$ cat src/lsi_pkg.sv
// ----------------------------------------------------------------------------
// lsi_pkg
// Shared widths and beat types for the segment intersection pipeline.
// ----------------------------------------------------------------------------
package lsi_pkg;

   localparam int COORD_BITS = 32;
   localparam int DIFF_BITS  = COORD_BITS + 1;   // coordinate difference
   localparam int PROD_BITS  = 2 * DIFF_BITS;    // product of two differences
   localparam int NUM_BITS   = PROD_BITS + 1;    // cross product / numerators
   localparam int REM_BITS   = PROD_BITS + 1;    // partial remainder before reduce

   typedef struct packed {
      logic signed [COORD_BITS-1:0] wall_start_x;
      logic signed [COORD_BITS-1:0] wall_start_y;
      logic signed [COORD_BITS-1:0] wall_end_x;
      logic signed [COORD_BITS-1:0] wall_end_y;
      logic signed [COORD_BITS-1:0] ray_from_x;
      logic signed [COORD_BITS-1:0] ray_from_y;
      logic signed [COORD_BITS-1:0] ray_to_x;
      logic signed [COORD_BITS-1:0] ray_to_y;
   } lsi_req_type;

   typedef struct packed {
      logic                         hit;
      logic signed [COORD_BITS-1:0] hit_x;
      logic signed [COORD_BITS-1:0] hit_y;
   } lsi_rsp_type;

   // One axis of the scaled division tn * |d| / cp.
   typedef struct packed {
      logic [PROD_BITS-1:0]  r;     // partial remainder, below cp
      logic [DIFF_BITS-1:0]  q;     // partial quotient
      logic [DIFF_BITS-1:0]  m;     // |d|, consumed from the top
      logic                  neg;   // sign of d
      logic [COORD_BITS-1:0] p;     // probe start coordinate
   } lsi_lane_type;

   typedef struct packed {
      logic                 hit;
      logic [PROD_BITS-1:0] tn;
      logic [PROD_BITS-1:0] cp;
      lsi_lane_type         x;
      lsi_lane_type         y;
   } lsi_cell_type;

endpackage

$ cat src/lsi_back.sv
// ----------------------------------------------------------------------------
// lsi_back
// Apply the quotient sign, offset from the probe start, hold the result beat.
// ----------------------------------------------------------------------------
module lsi_back (
   input  logic                  clock,
   input  logic                  reset,
   input  logic                  in_valid,
   output logic                  in_ready,
   input  lsi_pkg::lsi_cell_type in_data,
   output logic                  rsp_valid,
   input  logic                  rsp_ready,
   output lsi_pkg::lsi_rsp_type  rsp_data
);
   import lsi_pkg::*;

   lsi_rsp_type rsp_ff, rsp_in;
   logic        valid_ff;

   function automatic logic [COORD_BITS-1:0] place(lsi_lane_type l);
      logic [COORD_BITS-1:0] q;
      q = l.q[COORD_BITS-1:0];
      return l.neg ? (l.p - q) : (l.p + q);
   endfunction

   always_comb begin
      rsp_in.hit   = in_data.hit;
      rsp_in.hit_x = in_data.hit ? place(in_data.x) : '0;
      rsp_in.hit_y = in_data.hit ? place(in_data.y) : '0;
   end

   assign in_ready  = !valid_ff || rsp_ready;
   assign rsp_valid = valid_ff;
   assign rsp_data  = rsp_ff;

   always_ff @(posedge clock) begin
      if (reset) begin
         valid_ff <= 1'b0;
      end else if (in_ready) begin
         valid_ff <= in_valid;
      end
   end

   always_ff @(posedge clock) begin
      if (in_ready) rsp_ff <= rsp_in;
   end

endmodule

$ cat config.mk
export PLATFORM = sky130hd
export DESIGN_NAME = lsi_back
export DESIGN_NICKNAME = d
export VERILOG_FILES = /design/src/lsi_pkg.sv /design/src/lsi_back.sv
export SDC_FILE = /design/constraint.sdc
export NUM_CORES = 1
export LEC_CHECK = 0
export BUFFER_PORTS_ARGS = -buffer_cell sky130_fd_sc_hd__buf_2
export CAP_MARGIN = 30
export CORE_AREA = 2 2 207 209
export DETAILED_ROUTE_END_ITERATION = 16
export DIE_AREA = 0 0 209 211
export PLACE_DENSITY = 0.49
export SLEW_MARGIN = 20
export SYNTH_ARGS = -nofsm -noshare
export SYNTH_HDL_FRONTEND = slang
export SYNTH_SLANG_ARGS = --single-unit
$ cat constraint.sdc
create_clock -name clock -period 4.4 [get_ports clock]
set_input_delay 0.22 -clock clock [delete_from_list [all_inputs] [get_ports clock]]
set_output_delay 0.22 -clock clock [all_outputs]
set_load 0.02 [all_outputs]
==> results.md <==
* Outcome: finished clean
* Tightest Pin Transition at a little over 700 ps
* Port Buf Inserts at 201
* Drt pass-1 iters at 5
* Initial Utilization at 16.8%
* RSZ-0062 raised after global routing: no
* TritonCTS clock tree: done
* HP Class: input port to register
* Die area at roughly 44,000 um^2
* CP peak stage delay at between 500 and 600 ps
* Final GP Congestion at 0.855
* # Max-Cap Violations at 0
* I/O pin cnt at 534
* Setup_tns at 0 ps
* Dominant cell type by area after synthesis: edfxtp_1
* Unique cell type count in the Yosys netlist at 66
* Hold WS at around 29 ps
* Switching Share at 40.6%
* CTS buffer count at 9
* Crit path cell chain: buf_2, or4_1, nor4_1, buf_4, and3_1, nor2_1, xnor2_1, ha_1, a21oi_1, o21ai_0, a211oi_1, o21ba_2, o21ai_1, a211oi_1, xor2_1, nor2_1, buf_4
* Post-synth top cells: 114 x nor2_1, 91 x a21oi_1, 83 x xnor2_1, 65 x edfxtp_1, 64 x ha_1
* HP Start: reset
* Die H at 211 um
* Setup crit start kind: input port
* P per Cell Area at 326 nW/um^2
* Iteration-0 DRC Markers at 413
* Post-synth EDFFs at 65
* Critical path's slowest cell: or4_1
* H-Tree Depth at 3
* Post-CTS Hold Fix Bufs at 0
* Synth Flop Type: edfxtp_1
* CP required at approximately 4500 ps
* Top-count cell post-synth: nor2_1
* Final #Nets at about 1,600
* Floorplan row count at 75
* Clock share of power at 22.7%
* Clock Path Buffers at 2
* Post-CTS setup buffer count at 0
* Synth area leaders: edfxtp_1 28%, ha_1 11%, xnor2_1 10%
* Worst skew pair latency at 340 ps
* Detailed placement HPWL at 22,800 um
* Critical Path Source: in_data[76]
* Slew headroom at 52.1%
* Vias per std cell at ~4.3
* WP data arrival at 4070 ps
* Fraction of layout cells with a size suffix above 1 at 27.0%
* Initial antenna violation count at 3
* Worst Setup End Kind: register
* Post-synthesis cell area at 7000 um^2
* GR Util All Layers at roughly an eighth
* Clock transition at path regs at approximately 60 ps
* Pint at 1810 uW
* Crit Path Class: input port to register
* WL final at 27,100 um
* Logic pwr share at about half
* Sequential-to-total area share from yosys stat at 28.2%
* First-pass GRT wire length at 40,700 um
* Syn_nets at about 1,400
* Die X at 209 um
* Syn-to-layout area delta at 33.8%
* Synth Warn # at 0
* Residual DRC at 0
* Sw power at roughly 1200 uW
* Post-CTS sizing at 0
* Vias in the first global route at 6,962
* Post-synth ARST share at 0%
* Core area at 41,800 um^2
* Worst VDD drop at 182 uV
* CP bufs+invs at 3
* Gr ovfl total at 0
* Maximum clock frequency at 0.252 GHz
* R2R Path Start: rsp_valid
* Final Max Tran Viols at 0
* Reg power frac at approximately 29%
* DRT antenna net count at 0
* Max FO, Critical Path at 4
* Sink Count at 66
* Detailed-route wire length per cell at 16.6 um
* Fin crit share at 90.2%
* Leak at 0.00414 uW
* Clock Skews at between 8 and 9 ps
* Largest net degree at the start of global routing at between 40 and 50
* Root Buffer: clkbuf_16
* Fin. Hold Viols at 0
* Final setup violation count at 0
* Share of the synthesized area in the top cell type at roughly 28%
* Mapped Cells at 832
* Post-layout minimum cycle time at 3970 ps
* FF+latch count, synth at 66
* Total Power at 3050 uW
* Syn Area/Cell at 8.41 um^2
* Via count at roughly 7,000
* Top delay family on crit path: compound AO/OA/AOI/OAI gates
-- flip-flops by register name, indices dropped and copies added (netlist names) --
name / flops
rsp_valid: 1
rsp_data: 65
-- through the flow --
step	instance area (um^2)	cells	worst slack, ps	utilization, %
after floorplan	7000	832	612	-
after global placement	9060	1611	140	21.7
after detailed placement	9090	1612	165	21.8
after CTS	9360	1628	511	22.4
after global routing	9360	1629	269	22.4
final	9360	1631	432	22.4
-- worst register-to-register path, stage by stage (launching register included) --
cell,delay [ps]
dfxtp_1,330
nand2b_4,350
buf_16,280
-- kinds of logic (layout without fill, tap and decap cells) --
family,Yosys count,in the layout,share of synthesized area [%]
buffers and inverters,59,316,3.34
other,0,3,0
adder cells (fa/ha/maj),66,66,12.0
multiplexers,6,6,0.858
XOR/XNOR,104,104,13.0
AO/OA/AOI/OAI,247,247,23.2
AND/OR/NAND/NOR,284,284,19.4
flip-flops,66,66,28.2
-- routing by layer --
layer	routed length (um)	vias to the layer above	GRT usage, %
li1	-	3547	-
met1	13400	3258	17.3
met2	11600	204	18.8
met3	1620	18	2.66
met4	434	0	3.13
met5	0	-	0
-- final cells by class --
class	instances	area, um^2
repair buffers	266	1510
diodes	3	7.51
clock buffers	10	229
inverters	34	128
flip-flops and latches	66	1970
well taps	539	674
clock inverters	6	41.3
fillers	4658	32400
multi-input cells	707	4800
-- cell usage in the layout (no fill, tap or decap), types with 9 or more instances in the layout --
master,instances
nor2b_1,11
xnor2_1,83
buf_4,64
xor2_1,21
a211oi_1,12
a21oi_1,91
nor2_1,114
nor3_1,23
nand2b_1,14
ha_1,64
and2_1,10
or3_1,10
o21ai_0,33
edfxtp_1,65
nand3_1,14
a21o_1,33
clkbuf_16,9
nand2_1,49
nor4_1,9
a31oi_1,11
inv_1,33
o21bai_1,11
buf_2,201
-- power by group through the flow --
stage | registers (uW) | logic [uW] | clock network, uW
final | 872 | 1490 | 693
after global routing | 885 | 1640 | 749
after CTS | 876 | 1500 | 733
after detailed placement | 887 | 1490 | 0
after global placement | 888 | 1490 | 0
after floorplan | 1040 | 776 | 0
-- worst paths after layout --
| kind | end | slack [ps] | cells after the start |
|---|---|---|---|
| setup / recovery | rsp_data[27] | 430 | 17 |
| hold reg to reg | rsp_data[64] | 900 | 1 |
| setup reg to reg | rsp_data[3] | 3050 | 2 |
| hold / removal | rsp_valid | 30 | 2 |
(Power assumes the default switching activity.)
