[config.mk]
export PLATFORM = sky130hd
export DESIGN_NAME = lsi_cell
export DESIGN_NICKNAME = d
export VERILOG_FILES = /design/src/lsi_pkg.sv /design/src/lsi_cell.sv
export SDC_FILE = /design/constraint.sdc
export NUM_CORES = 2
export LEC_CHECK = 0
export BUFFER_PORTS_ARGS = -buffer_cell sky130_fd_sc_hd__clkbuf_2
export CAP_MARGIN = 20
export CORE_AREA = 2 2 358 360
export CTS_CLUSTER_DIAMETER = 80
export DETAILED_ROUTE_END_ITERATION = 7
export DIE_AREA = 0 0 360 362
export GPL_ROUTABILITY_DRIVEN = 0
export PLACE_DENSITY = 0.58
export SLEW_MARGIN = 10
export SYNTH_ARGS = -nofsm -noshare
export SYNTH_HDL_FRONTEND = slang
export SYNTH_SLANG_ARGS = --single-unit
[constraint.sdc]
create_clock -name clock -period 28.7 [get_ports clock]
set_input_delay 0 -clock clock [delete_from_list [all_inputs] [get_ports clock]]
set_output_delay 0 -clock clock [all_outputs]
set_load 0.005 [all_outputs]
[src/lsi_pkg.sv]
// ----------------------------------------------------------------------------
// lsi_pkg
// Shared widths and beat types for the segment intersection pipeline.
// ----------------------------------------------------------------------------
package lsi_pkg;

   localparam int COORD_BITS = 32;
   localparam int DIFF_BITS  = COORD_BITS + 1;   // coordinate difference
   localparam int PROD_BITS  = 2 * DIFF_BITS;    // product of two differences
   localparam int NUM_BITS   = PROD_BITS + 1;    // cross product / numerators
   localparam int REM_BITS   = PROD_BITS + 1;    // partial remainder before reduce

   typedef struct packed {
      logic signed [COORD_BITS-1:0] wall_start_x;
      logic signed [COORD_BITS-1:0] wall_start_y;
      logic signed [COORD_BITS-1:0] wall_end_x;
      logic signed [COORD_BITS-1:0] wall_end_y;
      logic signed [COORD_BITS-1:0] ray_from_x;
      logic signed [COORD_BITS-1:0] ray_from_y;
      logic signed [COORD_BITS-1:0] ray_to_x;
      logic signed [COORD_BITS-1:0] ray_to_y;
   } lsi_req_type;

   typedef struct packed {
      logic                         hit;
      logic signed [COORD_BITS-1:0] hit_x;
      logic signed [COORD_BITS-1:0] hit_y;
   } lsi_rsp_type;

   // One axis of the scaled division tn * |d| / cp.
   typedef struct packed {
      logic [PROD_BITS-1:0]  r;     // partial remainder, below cp
      logic [DIFF_BITS-1:0]  q;     // partial quotient
      logic [DIFF_BITS-1:0]  m;     // |d|, consumed from the top
      logic                  neg;   // sign of d
      logic [COORD_BITS-1:0] p;     // probe start coordinate
   } lsi_lane_type;

   typedef struct packed {
      logic                 hit;
      logic [PROD_BITS-1:0] tn;
      logic [PROD_BITS-1:0] cp;
      lsi_lane_type         x;
      lsi_lane_type         y;
   } lsi_cell_type;

endpackage

[src/lsi_cell.sv]
// ----------------------------------------------------------------------------
// lsi_cell
// One step of the scaled division: fold in one bit of |d| on each axis.
// ----------------------------------------------------------------------------
module lsi_cell (
   input  logic                  clock,
   input  logic                  reset,
   input  logic                  in_valid,
   output logic                  in_ready,
   input  lsi_pkg::lsi_cell_type in_data,
   output logic                  out_valid,
   input  logic                  out_ready,
   output lsi_pkg::lsi_cell_type out_data
);
   import lsi_pkg::*;

   lsi_cell_type data_ff, data_in;
   logic         valid_ff;

   // r' = 2r + bit*tn stays below 3cp, so the quotient digit is 0, 1 or 2.
   function automatic lsi_lane_type lane_step(lsi_lane_type l,
                                              logic [PROD_BITS-1:0] tn,
                                              logic [PROD_BITS-1:0] cp);
      logic [REM_BITS-1:0] sum;
      logic [REM_BITS-1:0] twice;
      logic [REM_BITS-1:0] rem;
      logic [1:0]          digit;
      lsi_lane_type        o;
      sum   = {l.r, 1'b0} + (l.m[DIFF_BITS-1] ? {1'b0, tn} : '0);
      twice = {cp, 1'b0};
      if (sum >= twice) begin
         rem   = sum - twice;
         digit = 2'd2;
      end else if (sum >= {1'b0, cp}) begin
         rem   = sum - {1'b0, cp};
         digit = 2'd1;
      end else begin
         rem   = sum;
         digit = 2'd0;
      end
      o     = l;
      o.r   = rem[PROD_BITS-1:0];
      o.q   = {l.q[DIFF_BITS-2:0], 1'b0} + DIFF_BITS'(digit);
      o.m   = {l.m[DIFF_BITS-2:0], 1'b0};
      return o;
   endfunction

   always_comb begin
      data_in   = in_data;
      data_in.x = lane_step(in_data.x, in_data.tn, in_data.cp);
      data_in.y = lane_step(in_data.y, in_data.tn, in_data.cp);
   end

   assign in_ready  = !valid_ff || out_ready;
   assign out_valid = valid_ff;
   assign out_data  = data_ff;

   always_ff @(posedge clock) begin
      if (reset) begin
         valid_ff <= 1'b0;
      end else if (in_ready) begin
         valid_ff <= in_valid;
      end
   end

   always_ff @(posedge clock) begin
      if (in_ready) data_ff <= data_in;
   end

endmodule

==> impl_metrics.py <==
metrics = {
    "outcome": {
        "outcome": "completed",
    },
    "min_path": {
        "min-delay-path-class": "in -> reg",
    },
    "critical_path": {
        "timing.reg2reg.setup_slack_ns": 25.59,
        "critical_path.max_stage_delay_ns": 0.81,
        "crit_path_end_kind": "flop",
        "critPathMaxFanout": 21,
        "critPathRequiredTime_ns": 29.14,
        "startpoint_type": "input pin",
        "path_buf_inv": 4,
        "critical_path.top_delay_family": "compound AO/OA/AOI/OAI gates",
        "worst_ep_arrival_time_ns": 9.76,
        "cpMostUsedCell": "ha_1",
        "crit_type": "in -> reg",
        "slowest_cell_on_the_critical_path": "nor4_1",
    },
    "power": {
        "p_total_mw": 3.46,
        "leakage_nw": 24.1,
        "peakVddDrop_uv": 41.0,
        "sw_frac_of_total_pct": 41.5,
        "power-per-cell-area_nw_per_um2": 64.1,
        "power.clock.fraction_pct": 21.6,
        "internal_power_mw": 2.03,
        "pwr-share-seq_pct": 28.0,
        "p_switching_mw": 1.44,
        "combinationalPowerShare_pct": 50.4,
    },
    "floorplan": {
        "die_x_um": 360,
        "design.core.area_um2": 127000,
        "standard_cell_row_count": 131,
        "pin_count": 932,
        "overall_die_area_um2": 130000,
        "floorplan.die.height_um": 362,
        "starting_density_of_the_core_pct": 32.7,
    },
    "yosys": {
        "post_synthesis_sequential_area_ratio_pct": 33.5,
        "ys_ff_latch": 462,
        "synthDominantAreaCellType": "edfxtp_1",
        "yosysMostFrequentCell": "a21oi_1",
        "synth_top_area_share_pct": 33.4,
        "ys_dominant_reg_cell": "edfxtp_1",
        "asyncSetResetFlopFracSynth_pct": 0,
        "synthCells": 4605,
        "synthesis.area_um2": 41400,
        "synth.area.top_cells": "edfxtp_1, ha_1, a21oi_1, xnor2_1, a21o_1",
        "synthesis.yosys.warnings": 0,
        "synth_enable_flop_cells": 461,
        "syn_area_per_cell_um2": 9.00,
        "netlist-cell-type-count": 87,
        "yosys-top-cells-count": "a21oi_1, edfxtp_1, ha_1",
    },
    "clock_network": {
        "cts_root_buffer_type": "clkbuf_16",
        "cts-root-to-sink-buffers": 3,
        "clkLatencyLatePin_ns": 0.67,
        "clk_pin_slew_worst_paths_ns": 0.07,
        "cts_made_buffers": 59,
        "clock_sink_count": 462,
        "cts_htree_levels": 2,
        "tritoncts_clock_tree": "done",
    },
    "timing": {
        "hold_viol": 0,
        "setup_slack_ns": 19.38,
        "achievable_frequency_mhz": 107,
        "tightestPinTransition_ns": 1.26,
        "skew_ns": 0.0445,
        "min_period_ns": 9.32,
        "final-setup-viol-count": 0,
        "fin_worst_hold_slack_ns": 0.0475,
        "setup-tns-final_ns": 0,
        "final.period_utilization_pct": 32.5,
        "rsz0062_at_grt": "no",
        "finalMaxSlewViolations": 0,
        "worst_slew_margin_rel_pct": 15.4,
    },
    "grt": {
        "grt_remaining_overflow": 0,
        "track_usage_pct": 27.8,
        "antenna_found_initial": 43,
        "grt_pass1_vias": 40400,
        "grt_pass1_wl_um": 268000,
        "grt_max_degree": 140,
    },
    "routing": {
        "route.detailed.wl_per_inst_um": 25.0,
        "post-route-drc-count": 0,
        "initialDrtViolationCount": 4482,
        "vias_per_cell": 5.59,
        "antenna_violating_nets_post_route": 0,
        "dr.pass1.iters": 6,
        "routed_wirelength_um": 191000,
        "overall_via_count_from_detail_route": 42500,
    },
    "cells_and_area": {
        "layout-drive-gt1-share_pct": 18.3,
        "syn2layout_area_growth_pct": 30.4,
        "stdcell_count": 7607,
        "final_net_count": 6749,
    },
    "place": {
        "dp_cells": 7031,
        "dp_hpwl_um": 157000,
        "port-buffer-count": 927,
        "pre_cts_slack_ns": 19.21,
    },
    "flow_run": {
        "max-cap-violations": 0,
    },
}
cell families after synthesis:
family | count (synthesis) | synth area share (%)
compound gates | 1511 | 23.1
simple gates | 1341 | 16.1
flops | 462 | 33.5
xor+xnor | 428 | 9.05
fa+ha+maj | 406 | 12.4
buf+inv | 356 | 3.49
mux | 100 | 2.42
other cells | 1 | 0.00905
area by class of cell:
type                    count  area, um2
diodes                     18       45.0
clock buffers              70       1520
clock inverters            42        438
fillers                 12300      72700
inverters                 174        653
multi-input cells        3788      26200
flip-flops and latches    462      13900
well taps                1662       2080
repair buffers           1391       9260
per-stage QoR:
step	util [%]	area, um2
CTS	42.6	54000
global route	42.6	54000
floorplan	-	41400
global placement	37.5	47500
finish	42.6	54000
detailed placement	37.5	47500
worst reg2reg max path: cells and delay by family, from the launching register on:
family,cells,cell delay (ns)
simple gates,1,0.63
buf+inv,2,1.73
flops,1,0.33
placed cells by master (no fill, tap or decap), types with 100 or more instances in the layout:
master / synthesis / layout
xor2_1: 157 / 157
edfxtp_1: 461 / 461
nor2_1: 250 / 250
ha_1: 400 / 400
a21oi_1: 489 / 488
dlygate4sd3_1: 0 / 445
and2_1: 156 / 156
clkbuf_2: 0 / 927
inv_1: 174 / 174
nand2_1: 394 / 393
nand3_1: 132 / 132
o21ai_0: 231 / 231
a21o_1: 203 / 203
xnor2_1: 271 / 271
nand4_1: 100 / 100
path summary, 6_finish.rpt:
kind	start	to	cells past startpoint
worst max-delay path	in_data[403]	out_data[97]	33
worst max register to register	out_valid	out_data[188]	3
worst min register to register	out_valid	out_data[190]	1
worst min-delay path	in_data[217]	out_data[218]	2
power by group through the flow:
| stage | registers [mW] | logic, mW | clock network [mW] |
|---|---|---|---|
| final | 0.968 | 1.74 | 0.749 |
| after global routing | 0.980 | 1.90 | 0.793 |
| after CTS | 0.972 | 1.72 | 0.769 |
| after detailed placement | 0.982 | 1.66 | 0 |
| after global placement | 0.980 | 1.66 | 0 |
| after floorplan | 0.994 | 1.07 | 0 |
layer usage:
| layer | wire length (um) | GRT usage (%) |
|---|---|---|
| met1 | 77000 | 34.9 |
| met2 | 86800 | 45.5 |
| met3 | 15200 | 4.83 |
| met4 | 11500 | 15.0 |
| met5 | 69 | 0 |
registers in the layout, summed over array words and instances, names as in the netlist:
| name | cells |
|---|---|
| out_valid | 1 |
| out_data | 461 |
timing repair:
item / 4_1_cts / 5_1_grt
setup buffers: 0 / 0
resized for setup: 0 / 0
hold buffers: 445 / 0
hold endpoints to repair: 331 / 0
(Power assumes the default switching activity.)
